`src/rtl/core/utf8_codepoint_decoder_assert.svh`:
```
// Assertion macros shared by the decoder modules.
// Each macro expects signals named clk and rst_n in the module that uses it.
`ifndef UTF8_CODEPOINT_DECODER_ASSERT_SVH
`define UTF8_CODEPOINT_DECODER_ASSERT_SVH

// Check that a condition holds at every clock edge outside reset
`define UCD_ASSERT_ALWAYS(label, expr, msg) \
    label: assert property (@(posedge clk) disable iff (!rst_n) (expr)) \
        else $error(msg);

// Check that a consequent holds in the same cycle as its antecedent
`define UCD_ASSERT_IMPLY(label, ante, cons, msg) \
    label: assert property (@(posedge clk) disable iff (!rst_n) (ante) |-> (cons)) \
        else $error(msg);

`endif

```
`src/rtl/core/ucd_pkg.sv`:
```
// Shared types and constants for the UTF-8 code point decoder.
// No dependencies; used by every module of the decoder.
`default_nettype none

package ucd_pkg;

    localparam int BYTE_W      = 8;
    localparam int CP_W        = 21;
    localparam int REP_W       = 2;
    localparam int QUEUE_DEPTH = 4;

    localparam logic [CP_W-1:0] CP_REPLACEMENT = 21'h00FFFD;

    // One decoded request: a run of replacement characters, then an optional tail
    typedef struct packed {
        logic [REP_W-1:0] n_rep;
        logic             has_tail;
        logic [CP_W-1:0]  tail_cp;
        logic             tail_rep;
    } ucd_cmd_t;

endpackage

`default_nettype wire

```
`src/rtl/core/ucd_front.sv`:
```
// Front end: accepts input bytes, tracks the open sequence and classifies bytes
// into result requests. Depends on ucd_pkg and the assertion header.
`default_nettype none

`include "utf8_codepoint_decoder_assert.svh"

module ucd_front (
    input  wire logic                       clk,
    input  wire logic                       rst_n,
    input  wire logic                       in_valid,
    output logic                            in_ready,
    input  wire logic [ucd_pkg::BYTE_W-1:0] byte_in,
    output logic                            push_valid,
    input  wire logic                       push_ready,
    output ucd_pkg::ucd_cmd_t               push_cmd
);

    logic [ucd_pkg::CP_W-1:0]  partial_value_reg;
    logic [ucd_pkg::CP_W-1:0]  partial_value_next;
    logic [1:0]                bytes_needed_reg;
    logic [1:0]                bytes_needed_next;
    logic [1:0]                bytes_taken_reg;
    logic [1:0]                bytes_taken_next;
    logic                      is_cont;
    logic                      accept;
    ucd_pkg::ucd_cmd_t         cmd;

    // Take a byte whenever the queue has room
    assign in_ready = push_ready;
    assign accept   = in_valid && in_ready;
    assign is_cont  = (byte_in[7:6] == 2'b10);

    // Classify the byte and work out the next sequence state
    always_comb
    begin
        partial_value_next = partial_value_reg;
        bytes_needed_next  = bytes_needed_reg;
        bytes_taken_next   = bytes_taken_reg;
        cmd                = '0;
        if ((bytes_needed_reg != 2'd0) && is_cont)
        begin
            partial_value_next = {partial_value_reg[ucd_pkg::CP_W-7:0], byte_in[5:0]};
            bytes_needed_next  = bytes_needed_reg - 2'd1;
            bytes_taken_next   = bytes_taken_reg + 2'd1;
            if (bytes_needed_reg == 2'd1)
            begin
                cmd.has_tail       = 1'b1;
                cmd.tail_cp        = partial_value_next;
                partial_value_next = '0;
                bytes_taken_next   = 2'd0;
            end
        end
        else
        begin
            // Flush a broken sequence: one replacement for the lead and each continuation
            if (bytes_needed_reg != 2'd0)
            begin
                cmd.n_rep = bytes_taken_reg + 2'd1;
            end
            partial_value_next = '0;
            bytes_needed_next  = 2'd0;
            bytes_taken_next   = 2'd0;
            // Decode the byte afresh
            if (byte_in == 8'h00)
            begin
                cmd.has_tail = 1'b0;
            end
            else if (byte_in inside {[8'h01:8'h7F]})
            begin
                cmd.has_tail = 1'b1;
                cmd.tail_cp  = ucd_pkg::CP_W'(byte_in[6:0]);
            end
            else if (byte_in inside {[8'hC0:8'hDF]})
            begin
                partial_value_next = ucd_pkg::CP_W'(byte_in[4:0]);
                bytes_needed_next  = 2'd1;
            end
            else if (byte_in inside {[8'hE0:8'hEF]})
            begin
                partial_value_next = ucd_pkg::CP_W'(byte_in[3:0]);
                bytes_needed_next  = 2'd2;
            end
            else if (byte_in inside {[8'hF0:8'hF7]})
            begin
                partial_value_next = ucd_pkg::CP_W'(byte_in[2:0]);
                bytes_needed_next  = 2'd3;
            end
            else
            begin
                cmd.has_tail = 1'b1;
                cmd.tail_cp  = ucd_pkg::CP_REPLACEMENT;
                cmd.tail_rep = 1'b1;
            end
        end
    end

    // Push only bytes that cause at least one result
    assign push_valid = in_valid && ((cmd.n_rep != 2'd0) || cmd.has_tail);
    assign push_cmd   = cmd;

    // Advance the sequence state on each accepted byte
    always_ff @(posedge clk or negedge rst_n)
    begin
        if (!rst_n)
        begin
            partial_value_reg <= '0;
            bytes_needed_reg  <= 2'd0;
            bytes_taken_reg   <= 2'd0;
        end
        else if (accept)
        begin
            partial_value_reg <= partial_value_next;
            bytes_needed_reg  <= bytes_needed_next;
            bytes_taken_reg   <= bytes_taken_next;
        end
    end

    `UCD_ASSERT_IMPLY(a_idle_no_taken, bytes_needed_reg == 2'd0, bytes_taken_reg == 2'd0,
        "continuation count left over with no open sequence")
    `UCD_ASSERT_ALWAYS(a_seq_len, ({1'b0, bytes_needed_reg} + {1'b0, bytes_taken_reg}) <= 3'd3,
        "open sequence longer than four bytes")
    `UCD_ASSERT_IMPLY(a_push_nonempty, push_valid, (push_cmd.n_rep != 2'd0) || push_cmd.has_tail,
        "request pushed with no result in it")

endmodule

`default_nettype wire

```
`src/rtl/core/ucd_fifo.sv`:
```
// Short request queue between the front end and the result generator.
// Depends on ucd_pkg and the assertion header.
`default_nettype none

`include "utf8_codepoint_decoder_assert.svh"

module ucd_fifo #(
    parameter int DEPTH = ucd_pkg::QUEUE_DEPTH
) (
    input  wire logic              clk,
    input  wire logic              rst_n,
    input  wire logic              push_valid,
    output logic                   push_ready,
    input  wire ucd_pkg::ucd_cmd_t push_cmd,
    output logic                   pop_valid,
    input  wire logic              pop_ready,
    output ucd_pkg::ucd_cmd_t      pop_cmd
);

    localparam int AW = $clog2(DEPTH);

    ucd_pkg::ucd_cmd_t mem_reg [DEPTH];
    logic [AW:0]       wr_ptr_reg;
    logic [AW:0]       rd_ptr_reg;
    logic [AW:0]       level;
    logic              full;
    logic              empty;

    // Pointers carry one extra wrap bit to tell full from empty
    assign empty      = (wr_ptr_reg == rd_ptr_reg);
    assign full       = (wr_ptr_reg[AW] != rd_ptr_reg[AW])
                     && (wr_ptr_reg[AW-1:0] == rd_ptr_reg[AW-1:0]);
    assign level      = wr_ptr_reg - rd_ptr_reg;
    assign push_ready = !full;
    assign pop_valid  = !empty;
    assign pop_cmd    = mem_reg[rd_ptr_reg[AW-1:0]];

    // Advance the pointers
    always_ff @(posedge clk or negedge rst_n)
    begin
        if (!rst_n)
        begin
            wr_ptr_reg <= '0;
            rd_ptr_reg <= '0;
        end
        else
        begin
            if (push_valid && push_ready)
            begin
                wr_ptr_reg <= wr_ptr_reg + (AW+1)'(1);
            end
            if (pop_valid && pop_ready)
            begin
                rd_ptr_reg <= rd_ptr_reg + (AW+1)'(1);
            end
        end
    end

    // Store the pushed request
    always_ff @(posedge clk)
    begin
        if (push_valid && push_ready)
        begin
            mem_reg[wr_ptr_reg[AW-1:0]] <= push_cmd;
        end
    end

    `UCD_ASSERT_ALWAYS(a_level_bound, level <= (AW+1)'(DEPTH),
        "queue holds more requests than its depth")

endmodule

`default_nettype wire

```
`src/rtl/core/ucd_back.sv`:
```
// Result generator: expands each queued request into code points behind an output register,
// one per cycle unless the receiver stalls. Depends on ucd_pkg and the assertion header.
`default_nettype none

`include "utf8_codepoint_decoder_assert.svh"

module ucd_back (
    input  wire logic                     clk,
    input  wire logic                     rst_n,
    input  wire logic                     pop_valid,
    output logic                          pop_ready,
    input  wire ucd_pkg::ucd_cmd_t        pop_cmd,
    output logic                          out_valid,
    input  wire logic                     out_ready,
    output logic [ucd_pkg::CP_W-1:0]      code_point,
    output logic                          replaced,
    output logic                          last
);

    logic                         cmd_valid_reg;
    logic                         cmd_valid_next;
    logic [ucd_pkg::REP_W-1:0]    rep_left_reg;
    logic [ucd_pkg::REP_W-1:0]    rep_left_next;
    logic                         has_tail_reg;
    logic [ucd_pkg::CP_W-1:0]     tail_cp_reg;
    logic                         tail_rep_reg;
    logic                         out_valid_reg;
    logic                         out_valid_next;
    logic [ucd_pkg::CP_W-1:0]     code_point_reg;
    logic                         replaced_reg;
    logic                         last_reg;
    logic                         slot_free;
    logic                         emit;
    logic                         emit_last;
    logic                         take;

    // Emit one result whenever the output register is free
    assign slot_free = !out_valid_reg || out_ready;
    assign emit      = cmd_valid_reg && slot_free;
    assign emit_last = (rep_left_reg == '0)
                    || ((rep_left_reg == ucd_pkg::REP_W'(1)) && !has_tail_reg);
    assign pop_ready = !cmd_valid_reg || (emit && emit_last);
    assign take      = pop_valid && pop_ready;

    always_comb
    begin
        cmd_valid_next = cmd_valid_reg;
        rep_left_next  = rep_left_reg;
        if (emit && (rep_left_reg != '0))
        begin
            rep_left_next = rep_left_reg - ucd_pkg::REP_W'(1);
        end
        if (emit && emit_last)
        begin
            cmd_valid_next = 1'b0;
        end
        if (take)
        begin
            cmd_valid_next = 1'b1;
            rep_left_next  = pop_cmd.n_rep;
        end
        out_valid_next = out_valid_reg;
        if (emit)
        begin
            out_valid_next = 1'b1;
        end
        else if (out_ready)
        begin
            out_valid_next = 1'b0;
        end
    end

    // Control state
    always_ff @(posedge clk or negedge rst_n)
    begin
        if (!rst_n)
        begin
            cmd_valid_reg <= 1'b0;
            rep_left_reg  <= '0;
            out_valid_reg <= 1'b0;
        end
        else
        begin
            cmd_valid_reg <= cmd_valid_next;
            rep_left_reg  <= rep_left_next;
            out_valid_reg <= out_valid_next;
        end
    end

    // Load the request payload and the output payload
    always_ff @(posedge clk)
    begin
        if (take)
        begin
            has_tail_reg <= pop_cmd.has_tail;
            tail_cp_reg  <= pop_cmd.tail_cp;
            tail_rep_reg <= pop_cmd.tail_rep;
        end
        if (emit)
        begin
            if (rep_left_reg != '0)
            begin
                code_point_reg <= ucd_pkg::CP_REPLACEMENT;
                replaced_reg   <= 1'b1;
            end
            else
            begin
                code_point_reg <= tail_cp_reg;
                replaced_reg   <= tail_rep_reg;
            end
            last_reg <= emit_last;
        end
    end

    assign out_valid  = out_valid_reg;
    assign code_point = code_point_reg;
    assign replaced   = replaced_reg;
    assign last       = last_reg;

    `UCD_ASSERT_IMPLY(a_cmd_has_work, cmd_valid_reg && (rep_left_reg == '0), has_tail_reg,
        "active request has no result left to give")

endmodule

`default_nettype wire

```
`src/rtl/core/utf8_codepoint_decoder.sv`:
```
// UTF-8 code point decoder: front end, request queue and result generator.
// Depends on ucd_pkg, ucd_front, ucd_fifo and ucd_back.
//
// Usage:
//   Input channel: in_valid/in_ready carry one text byte (byte_in) per request.
//   Output channel: out_valid/out_ready carry one code point per request, with
//   replaced set on U+FFFD substitutes and last set on the final result of a byte.
//   A byte causes zero to four results; middle continuation bytes, and lead and
//   zero bytes with no open sequence, cause none.
//   The first result of a byte passes the request queue, then the output register.
//   Throughput: one byte per cycle while each byte gives at most one result and
//   the receiver does not stall; a byte giving several results holds the output
//   until all are given, the single output register being the limiting point.
//   A four-entry request queue separates the front end from the output, so bytes
//   keep flowing while a multi-result byte drains.
//   Reset clears the open sequence, empties the queue and drops out_valid.
//   When the receiver stalls the current result holds; in_ready falls once the
//   queue is full and rises as soon as one request leaves it.
`default_nettype none

module utf8_codepoint_decoder #(
    parameter int QUEUE_DEPTH = ucd_pkg::QUEUE_DEPTH
) (
    input  wire logic                       clk,
    input  wire logic                       rst_n,
    input  wire logic                       in_valid,
    output logic                            in_ready,
    input  wire logic [ucd_pkg::BYTE_W-1:0] byte_in,
    output logic                            out_valid,
    input  wire logic                       out_ready,
    output logic [ucd_pkg::CP_W-1:0]        code_point,
    output logic                            replaced,
    output logic                            last
);

    logic              push_valid;
    logic              push_ready;
    ucd_pkg::ucd_cmd_t push_cmd;
    logic              pop_valid;
    logic              pop_ready;
    ucd_pkg::ucd_cmd_t pop_cmd;

    ucd_front u_front (
        .clk        (clk),
        .rst_n      (rst_n),
        .in_valid   (in_valid),
        .in_ready   (in_ready),
        .byte_in    (byte_in),
        .push_valid (push_valid),
        .push_ready (push_ready),
        .push_cmd   (push_cmd)
    );

    ucd_fifo #(
        .DEPTH (QUEUE_DEPTH)
    ) u_fifo (
        .clk        (clk),
        .rst_n      (rst_n),
        .push_valid (push_valid),
        .push_ready (push_ready),
        .push_cmd   (push_cmd),
        .pop_valid  (pop_valid),
        .pop_ready  (pop_ready),
        .pop_cmd    (pop_cmd)
    );

    ucd_back u_back (
        .clk        (clk),
        .rst_n      (rst_n),
        .pop_valid  (pop_valid),
        .pop_ready  (pop_ready),
        .pop_cmd    (pop_cmd),
        .out_valid  (out_valid),
        .out_ready  (out_ready),
        .code_point (code_point),
        .replaced   (replaced),
        .last       (last)
    );

endmodule

`default_nettype wire

```
`config.mk`:
```
export PLATFORM = sky130hd
export DESIGN_NAME = utf8_codepoint_decoder
export DESIGN_NICKNAME = d
export VERILOG_FILES = /design/src/rtl/core/ucd_pkg.sv /design/src/rtl/core/ucd_front.sv /design/src/rtl/core/ucd_fifo.sv /design/src/rtl/core/ucd_back.sv /design/src/rtl/core/utf8_codepoint_decoder.sv
export VERILOG_INCLUDE_DIRS = /design/src /design/src/rtl/core
export SDC_FILE = /design/constraint.sdc
export NUM_CORES = 1
export LEC_CHECK = 0
export ABC_AREA = 1
export BUFFER_PORTS_ARGS = -buffer_cell sky130_fd_sc_hd__buf_2
export CAP_MARGIN = 10
export CORE_MARGIN = 8
export CORE_UTILIZATION = 40
export DETAILED_ROUTE_END_ITERATION = 12
export PLACE_DENSITY = 0.67
export SLEW_MARGIN = 20
export SYNTH_ARGS = -nofsm -noshare
export SYNTH_HDL_FRONTEND = slang
export SYNTH_HIERARCHICAL = 1
export SYNTH_SLANG_ARGS = --single-unit
export TNS_END_PERCENT = 30
```
`constraint.sdc`:
```
create_clock -name clk -period 3 [get_ports clk]
set_input_delay 0.6 -clock clk [delete_from_list [all_inputs] [get_ports clk]]
set_output_delay 0.6 -clock clk [all_outputs]
set_load 0.01 [all_outputs]
```
# ---- After elaboration in Yosys (flattened, before gate mapping)
# Memories as Yosys holds them, arrays and structs flattened.
# Cells that the tools add are included.
dict set report word_totals {
  regBits 75
  ram_bits 100
  input_bits 12
  output_inout_bits 25
  word_cells 100
  mem_count 1
}
dict set report op_classes {
  n_addsub 5
  n_lt_le_gt_ge 8
  n_eq_ne 6
  muxes 35
  reduce_logical 31
}
# memory words width rd rd_ports_with_merged_regs write_ports line
set memory_table {}
lappend memory_table {u_fifo.mem_reg 4 25 1 0 1 ucd_fifo.sv:22} ;# ucd_pkg::ucd_cmd_t mem_reg [DEPTH];
# operator n
set op_table {}
lappend op_table {{two-way mux 15 bit} 6}
lappend op_table {{two-way mux 22 bit} 4}
lappend op_table {{two-way mux 23 bit} 3}
lappend op_table {{greater-or-equal comparator 8 bit (second input constant)} 3}
lappend op_table {{<= comparator 8 bit (second input constant)} 3}
lappend op_table {{two-way mux 2 bit} 12}
lappend op_table {{logical AND 1 bit} 14}
lappend op_table {{nonzero test 2 bit} 6}
lappend op_table {{two-way mux 1 bit} 9}
lappend op_table {{greater-or-equal comparator 8 x 1 -> 1 bit (second input constant)} 1}
lappend op_table {{<= comparator 8 x 7 -> 1 bit (second input constant)} 1}
lappend op_table {{logical NOT 8 bit} 1}
lappend op_table {{adder 3 x 1 -> 3 bit (second input constant)} 2}
lappend op_table {{logical NOT 1 bit} 5}
lappend op_table {{equality test 2 x 1 -> 1 bit (second input constant)} 2}
lappend op_table {{logical OR 1 bit} 4}
lappend op_table {{subtractor 2 x 1 -> 2 bit (second input constant)} 2}
lappend op_table {{equality test 3 bit} 1}
lappend op_table {{two-way mux 3 bit} 1}
lappend op_table {{adder 2 x 1 -> 2 bit (second input constant)} 1}
lappend op_table {{equality test 2 bit} 1}
lappend op_table {{equality test 2 bit (second input constant)} 1}
lappend op_table {{logical NOT 2 bit} 1}
lappend op_table {{!= test 1 bit} 1}

# ---- Depth between registers and ports, before layout
# Gate-level depths: netlist of run 1.
dict set report depth {
  word_depth 13
  mapped_depth 13
  depth_no_buf 12
}

# ---- Cells and area by module
# Netlist of run 1, hierarchy kept.
# mod instances cells_each area_each_um2 seq_area_each_um2
set by_module_without_submodules {}
lappend by_module_without_submodules {ucd_fifo 1 302 4170.2 3153.0}
lappend by_module_without_submodules {ucd_back 1 114 1824.2 1481.4}
lappend by_module_without_submodules {ucd_front 1 154 1126.1 475.5}

# ---- Worst setup path after synthesis of run 1
# Ideal clock, no wire load.
dict set report synth_path {
  kind {register to register}
  start {register u_front.bytes_needed_reg[0]}
  end {memory u_fifo/mem_reg[1][0] in the netlist's numbering (enable)}
  arrival_time_ps 2517
  t_required_ps 2593
  slack_ps 76
  path_stages_with_launch 13
  n_path_buf 1
  path_cell_list {dfrtp_1 > inv_1 > ha_1 > inv_1 > nand3_2 > clkinv_2 > nand2_2 > buf_6 > nand3_1 > nand2_1 > inv_1 > nand2_4 > nor2_1}
}
dict set report synth_between {
  elab_chain_cells 9
  elab_cells_between_ends 13
}
# element line
set synth_rtl {}
lappend synth_rtl {{start, declared} ucd_front.sv:20} ;# logic [1:0] bytes_needed_reg;
lappend synth_rtl {{start signal, assigned} ucd_front.sv:113} ;# bytes_needed_reg <= bytes_needed_next;
lappend synth_rtl {{nonzero test 2 bit} {ucd_front.sv:40, ucd_front.sv:56}}
lappend synth_rtl {{two-way mux 2 bit or logical AND 1 bit (tied branches)} {ucd_front.sv:56, ucd_front.sv:40}}
lappend synth_rtl {{two-way mux 2 bit} ucd_front.sv:40} ;# if ((bytes_needed_reg != 2'd0) && is_cont)
lappend synth_rtl {{nonzero test 2 bit} ucd_front.sv:98} ;# assign push_valid = in_valid && ((cmd.n_rep != 2'd0) || cmd.has_tail);
lappend synth_rtl {{logical OR 1 bit (*)} ucd_front.sv:98}
lappend synth_rtl {{logical AND 1 bit (*)} ucd_front.sv:98}
lappend synth_rtl {{net push_valid} utf8_codepoint_decoder.sv:36} ;# logic push_valid;
lappend synth_rtl {{logical AND 1 bit (*)} ucd_fifo.sv:62} ;# if (push_valid && push_ready)
lappend synth_rtl {{two-way mux 1 bit (*)} ucd_fifo.sv:62}
lappend synth_rtl {{two-way mux 1 bit (implied by the code) (*)} ucd_fifo.sv:64} ;# mem_reg[wr_ptr_reg[AW-1:0]] <= push_cmd;
lappend synth_rtl {{end, declared} ucd_fifo.sv:22}
# Mark *: on every way through the listed nets, which the timed path passes. The rest lies on a longest branch.

# ---- Worst setup path in the final report of run 1
dict set report layout_path {
  start {register u_front.bytes_needed_reg[0]}
  end {memory u_fifo/mem_reg[3][4] in the netlist's numbering (enable)}
}
# Same word-level chain as after synthesis.

==> metrics.md, run 1 <==
| Metric | Value |
|---|---|
| Routed vias/inst | `between 5 and 6` |
| Worst Setup Start Kind | `flip-flop` |
| Layout net count | `633` |
| Top FF cell, synth | `edfxtp_1` |
| Core area | `about 17000 um2` |
| Max reg flops | `100` |
| Vias in the first global route | `~4.2k` |
| Setup Buffers After CTS | `0` |
| FP Rows | `48` |
| ANT nets after route | `0` |
| DRC | `0` |
| Worst slew pin tran | `approximately 0.74 ns` |
| Post-CTS Resized | `0` |
| Layout cells sized above 1 | `0.171` |
| Critical path data arrival time | `between 2 and 2.5 ns` |
| Post-synth EDFFs | `146` |
| Area Growth Syn to Fin | `13.4%` |
| CP dominant cell by count | `inv_1` |
| Largest area contributor in the netlist | `edfxtp_1` |
| Reg power frac | `0.466` |
| Final wirelength | `around 13000 um` |
| Boundary pin count | `37` |
| Sw frac | `0.338` |
| Seq/Total Area, Yosys | `0.718` |
| GRT Total Usage | `0.123` |
| Met1 Usage GRT | `0.158` |
| Max-slew violations | `0` |
| Slowest stage delay, CP | `roughly 0.35 ns` |
| Post-DR wirelength/cell | `roughly 15 um` |
| F_max | `428 MHz` |
| Internal Power | `approximately 5300 uW` |
| Pin count of the biggest net entering global routing | `53` |
| Peak VDD IR | `between 0.4 and 0.5 mV` |
| RSZ-0062 raised after global routing | `false` |
| P_leak | `approximately 0.0030 uW` |
| Crit path kind | `flip-flop to flip-flop` |
| Syn Area/Cell | `around 12 um2` |
| Status | `complete, no violations` |
| First drt pass iteration count | `5` |
| Switching power | `between 2000 and 3000 uW` |
| Post-synthesis cell type count | `30` |
| Final min period | `about 2.3 ns` |
| DR iter-0 viols | `317` |
| Pwr dens | `a little under 1000 nW/um2` |
| Clock sinks | `about 180` |
| Area post-placement | `7540 um2` |
| Worst hold path type | `primary input to async pin` |
| Final hold vios | `0` |
| Rel. slew slack | `0.502` |
| Crit path cell chain | `inv_1 > ha_1 > inv_1 > nand3_2 > clkinv_2 > nand2_2 > nand3_1 > nand2_1 > inv_1 > nand2_4 > nor2_2 > buf_4` |
| Synth Instances | `570` |
| Num CTS Buffers | `17` |
| Die width | `between 100 and 150 um` |
| CTS tree | `built` |
| Synth top area cells | `edfxtp_1 62%, dfrtp_1 10%, o21ai_0 4.8%` |
| Top cell type's share of synthesized area | `0.616` |
| Largest fanout on the critical path | `25` |
| First-pass GRT wire length | `around 21000 um` |
| GPL Wtd Cong | `around 0.85` |
| Fill cells | `1503` |
| Clock network fraction of design power | `0.248` |
| Met3 Use GR | `0.0387` |
| Max-cap violations | `0` |
| Die Ht | `roughly 150 um` |
| Initial antenna violation count | `0` |
| FFs w/ async S/R, synth | `0.166` |
| Most Used Layer, Global Route | `met2` |
| Worst skew pair latency | `around 0.42 ns` |
| Clk_skew | `between 0.008 and 0.009 ns` |
| Reg2Reg Setup Slack | `around 0.66 ns` |
| Post-Syn Area | `around 7100 um2` |
| Critical path data required time | `between 3 and 4 ns` |
| DP HPWL | `between 8000 and 9000 um` |
| CP top delay family | `buffers and inverters` |
| Diode count | `0` |
| Post-Syn Nets | `591` |
| Synth Warn # | `6` |
| Comb power frac | `0.285` |
| Crit path buf inv count | `5` |
| Clk slew on worst S/H paths | `around 0.060 ns` |
| CTS root buffer | `clkbuf_16` |
| # H-tree levels | `4` |
| Maximum clock path buffer count | `2` |
| Initial Util | `0.410` |
| DIE AREA | `about 22000 um2` |
| Power, Total | `7940 uW` |
| Via count | `4336` |
| Crit end category | `flip-flop` |
| #FFs+latches synth | `175` |
| Final period util | `0.779` |
| Port bufs | `36` |
| Final Setup Violations | `0` |
| Fin area | `~8100 um2` |
| # hold bufs at CTS | `0` |
| Total global routing overflow | `0` |
| Met2 GRT Util | `0.190` |
| TNS Setup | `0 ns` |
| Critical-path top delay cell | `dfrtp_1` |
stage by stage:
step / hold WS, ns / utilization / worst slack [ns] / instances
2_1_floorplan: 0.304 / - / 0.0760 / 570
3_3_place_gp: 0.484 / 0.434 / 0.647 / 818
3_5_place_dp: 0.487 / 0.434 / 0.591 / 818
4_1_cts: 0.237 / 0.465 / 0.657 / 850
5_1_grt: 0.278 / 0.465 / 0.478 / 850
6_report: 0.223 / 0.465 / 0.663 / 850
final timing paths:
path	from	to	cells past startpoint
setup / recovery	u_front/bytes_needed_reg[0]$_DFFE_PN0P_	u_fifo/mem_reg[3][4]$_DFFE_PP_	12
hold / removal	rst_n	u_fifo/rd_ptr_reg[0]$_DFFE_PN0P_	1
setup reg to reg	u_front/bytes_needed_reg[0]$_DFFE_PN0P_	u_fifo/mem_reg[3][4]$_DFFE_PP_	12
hold reg to reg	u_back/tail_cp_reg[7]$_DFFE_PP_	u_back/code_point[7]$_SDFFCE_PN1P_	1
max in group asynchronous	rst_n	u_front/partial_value_reg[13]$_DFFE_PN0P_	1
min in group clk	byte_in[2]	u_front/partial_value_reg[2]$_DFFE_PN0P_	3
synthesized netlist by cell type (2+ instances only):
library cell / number
nand2_1: 58
o22ai_1: 35
nand4_1: 4
edfxtp_1: 146
a21oi_1: 4
nor3_1: 2
ha_1: 9
nand2_2: 8
nor2_1: 73
xor2_1: 2
or2_1: 16
inv_1: 50
buf_6: 5
o21ai_0: 69
dfrtp_1: 29
nand2_4: 4
clkbuf_2: 4
nand3_2: 3
inv_2: 5
buf_2: 12
nand3_4: 2
nand3_1: 22
per-layer routing:
layer  share of wire  routed length (um)
met5               0                   0
met4           0.020                 263
met3           0.094                1230
met2            0.46                5980
met1            0.43                5580
logic make-up (layout without fill, tap and decap cells):
kind of cell / Yosys count / after routing / synth area share
DFF: 175 / 175 / 0.718
buffers and inverters: 81 / 136 / 0.0525
and+or+nand+nor: 192 / 192 / 0.126
AOI/OAI and AO/OA: 110 / 110 / 0.0843
xor gates and xnor gates: 3 / 3 / 0.00369
adders and majority gates: 9 / 9 / 0.0158
placed cells by master, fill, tap and decap left out, types with 5 or more instances in the layout:
cell type,n
o22ai_1,35
clkbuf_16,17
o21ai_0,69
inv_6,5
inv_2,5
dfrtp_1,29
nand3_1,22
buf_2,36
nand2_1,58
edfxtp_1,146
ha_1,9
buf_4,9
nand2_2,8
nor2_1,69
or2_1,16
inv_1,50
power by group through the flow:
stage / clock network (uW) / logic, uW / registers [uW]
floorplan: 0 / 1610 / 3770
global placement: 0 / 2190 / 3730
detailed placement: 0 / 2280 / 3750
CTS: 2010 / 2290 / 3710
global route: 2110 / 2560 / 3760
finish: 1970 / 2270 / 3700
final cells by class:
type / count / area [um2] / area share
sequential: 175 / 5110 / 0.633
multi-input combinational: 314 / 1650 / 0.204
clock buffer: 17 / 425 / 0.0527
tap: 225 / 282 / 0.0349
timing repair buffer: 46 / 268 / 0.0332
inverter: 58 / 226 / 0.0281
clock inverter: 15 / 110 / 0.0136
Note: power is estimated with default switching activity, not from simulation.
==> inputs of run 2 (changes only) <==
==> constraint.sdc (replaced) <==
create_clock -name clk -period 1.95 [get_ports clk]
set_input_delay 0.39 -clock clk [delete_from_list [all_inputs] [get_ports clk]]
set_output_delay 0.39 -clock clk [all_outputs]
set_load 0.01 [all_outputs]
==> run 2 against run 1 <==
Against the previous run: global-route usage increased by 0.45 points; hold slack got worse by 0.21 ns; critical path type unchanged; highest routed layer unchanged; power increased by 64%; largest cell class unchanged; clock power increased by 72%; die area unchanged; setup slack got worse by 0.62 ns; maximum frequency increased by 23%; combinational power increased by 72%; register-to-register slack got worse by 0.62 ns; final cell count increased by 3.1%; sequential share of layout area decreased by 3.1 points.
==> metrics.md, run 2 (synthesis results as in run 1) <==
| Metric | Value |
|---|---|
| Pin count of the biggest net entering global routing | `53 (unchanged)` |
| Layout net count | `659 (was 633)` |
| Final hold vios | `0 (unchanged)` |
| Final period util | `0.978 (was 0.779)` |
| Status | `complete, no violations (unchanged)` |
| DIE AREA | `22300 um2 (unchanged)` |
| Met2 GRT Util | `0.203 (was 0.190)` |
| Worst hold path type | `primary input to async pin (unchanged)` |
| Num CTS Buffers | `17 (unchanged)` |
| F_max | `524 MHz (was 428 MHz)` |
| Via count | `4381 (was 4336)` |
| Final min period | `1.91 ns (was 2.34 ns)` |
| Clock sinks | `175 (unchanged)` |
| Boundary pin count | `37 (unchanged)` |
| GRT Total Usage | `0.128 (was 0.123)` |
| Most Used Layer, Global Route | `met2 (unchanged)` |
| Max-slew violations | `0 (unchanged)` |
| Die width | `149 um (unchanged)` |
| Cell total after placement | `833 (was 818)` |
| Maximum clock path buffer count | `2 (unchanged)` |
| Worst skew pair latency | `0.42 ns (about the same)` |
| CTS root buffer | `clkbuf_16 (unchanged)` |
| P_leak | `0.00322 uW (was 0.00304 uW)` |
| Met1 Usage GRT | `0.164 (was 0.158)` |
| Place WS | `-0.0217 ns (was 0.591 ns)` |
| # hold bufs at CTS | `0 (unchanged)` |
| RSZ-0062 raised after global routing | `true (was false)` |
| GPL Wtd Cong | `0.843 (was 0.848)` |
| Total global routing overflow | `0 (unchanged)` |
| First-pass GRT wire length | `22000 um (was 21300 um)` |
| DR iter-0 viols | `294 (was 317)` |
| Clk_skew | `0.00628 ns (was 0.00868 ns)` |
| Critical path data required time | `2.09 ns (was 3.08 ns)` |
| DP HPWL | `8760 um (was 8660 um)` |
| CTS tree | `built (unchanged)` |
| Layout cells sized above 1 | `0.229 (was 0.171)` |
| Most frequent cells in the layout | `146 x edfxtp_1, 69 x nor2_1, 69 x o21ai_0 (unchanged)` |
| Final Setup Violations | `0 (unchanged)` |
| ANT nets after route | `0 (unchanged)` |
| Diode count | `0 (unchanged)` |
| Initial antenna violation count | `0 (unchanged)` |
| Crit end category | `flip-flop (unchanged)` |
| Clk slew on worst S/H paths | `0.06 ns (about the same)` |
| Die Ht | `149 um (unchanged)` |
| Worst slew pin tran | `0.693 ns (was 0.741 ns)` |
| Rel. slew slack | `0.538 (was 0.502)` |
| Peak VDD IR | `0.734 mV (was 0.496 mV)` |
| Vias in the first global route | `4267 (was 4180)` |
| Pwr dens | `1530 nW/um2 (was 984 nW/um2)` |
| First drt pass iteration count | `4 (was 5)` |
| Most common cell after layout, fill and taps aside | `edfxtp_1 (unchanged)` |
| Final wirelength | `13700 um (was 13100 um)` |
| Met3 Use GR | `0.0368 (was 0.0387)` |
| Initial Util | `0.410 (unchanged)` |
| FP Rows | `48 (unchanged)` |
| Layout Cells excl Fill | `876 (was 850)` |
| Area Growth Syn to Fin | `19.2% (was 13.4%)` |
| Max-cap violations | `0 (unchanged)` |
| Worst Setup Start Kind | `flip-flop (unchanged)` |
| Final WS setup | `0.0429 ns (was 0.663 ns)` |
| Routed vias/inst | `5.00 (was 5.10)` |
| Crit path kind | `flip-flop to flip-flop (unchanged)` |
| Max reg flops | `100 (unchanged)` |
| DRC | `0 (unchanged)` |
| Critical path data arrival time | `2.04 ns (was 2.42 ns)` |
| Post-DR wirelength/cell | `15.6 um (was 15.4 um)` |
| TNS Setup | `0 ns (unchanged)` |
| Core area | `17400 um2 (unchanged)` |
| Largest fanout on the critical path | `7 (was 25)` |
| # H-tree levels | `4 (unchanged)` |
| Port bufs | `36 (unchanged)` |
[run 2: cell types whose count changed in the layout (fill, tap and decap cells not counted), sizes merged]
cell    change
clkinv      -3
buf        +26
inv         -4
bufinv      +2
clkbuf      +5
[run 2: per-stage QoR]
step / power, uW / hold slack [ns] / utilization / cell area (um2)
finish: 13000 / 0.0165 / 0.489 / 8490
global route: 13800 / 0.0646 / 0.489 / 8490
CTS: 13100 / 0.0234 / 0.489 / 8490
detailed placement: 9560 / 0.480 / 0.447 / 7750
global placement: 9390 / 0.463 / 0.447 / 7750
floorplan: 8370 / 0.0944 / - / 7180
[run 2: power breakdown]
part	internal [uW]	switching [uW]	total (uW)
Clock	2040	1360	3390
Combinational	1340	2570	3900
Sequential	5400	309	5710
[run 2: worst max-delay path, stage by stage (launching register included)]
cell and delay, ns:
dfrtp_1 0.38, inv_2 0.08, ha_4 0.16, inv_4 0.04, nand3_4 0.12, nand3_2 0.10, nand3_2 0.09, nand2_2 0.06
inv_4 0.07, nand2_8 0.08, nor2_4 0.19, buf_6 0.13, buf_12 0.11
[run 2: final cells by class]
type                    instances  area [um2]
fillers                      1461        8870
flip-flops and latches        175        5110
multi-input cells             314        1720
repair buffers                 72         524
clock buffers                  22         484
well taps                     225         282
inverters                      58         235
clock inverters                10         125
[run 2: path summary, 6_finish.rpt]
kind	startpoint	endpoint	slack, ns	cells past startpoint
min in group clk	byte_in[1]	u_front/partial_value_reg[1]$_DFFE_PN0P_	0.24	3
worst min-delay path	rst_n	u_back/rep_left_reg[0]$_DFFE_PN0P_	0.02	1
worst max-delay path	u_front/bytes_needed_reg[1]$_DFFE_PN0P_	u_fifo/mem_reg[3][4]$_DFFE_PP_	0.04	12
max in group asynchronous	rst_n	u_fifo/wr_ptr_reg[1]$_DFFE_PN0P_	1.45	1
worst min register to register	u_back/tail_cp_reg[0]$_DFFE_PP_	u_back/code_point[0]$_SDFFCE_PN1P_	0.50	1
worst max register to register	u_front/bytes_needed_reg[1]$_DFFE_PN0P_	u_fifo/mem_reg[3][4]$_DFFE_PP_	0.04	12
[run 2: repair_timing]
item | 4_1_cts | 5_1_grt
setup endpoints to repair | 47 | 37
pin swaps | 1 | 5
gates resized for setup | 6 | 12
setup buffers | 8 | 3
gates cloned | 2 | 0
[run 2: layer usage]
layer,share of wire,vias to the layer above,wire [um]
met4,0.012,0,161
met2,0.46,121,6330
met1,0.46,2110,6300
met3,0.063,11,860
met5,0,-,0
li1,-,2139,-
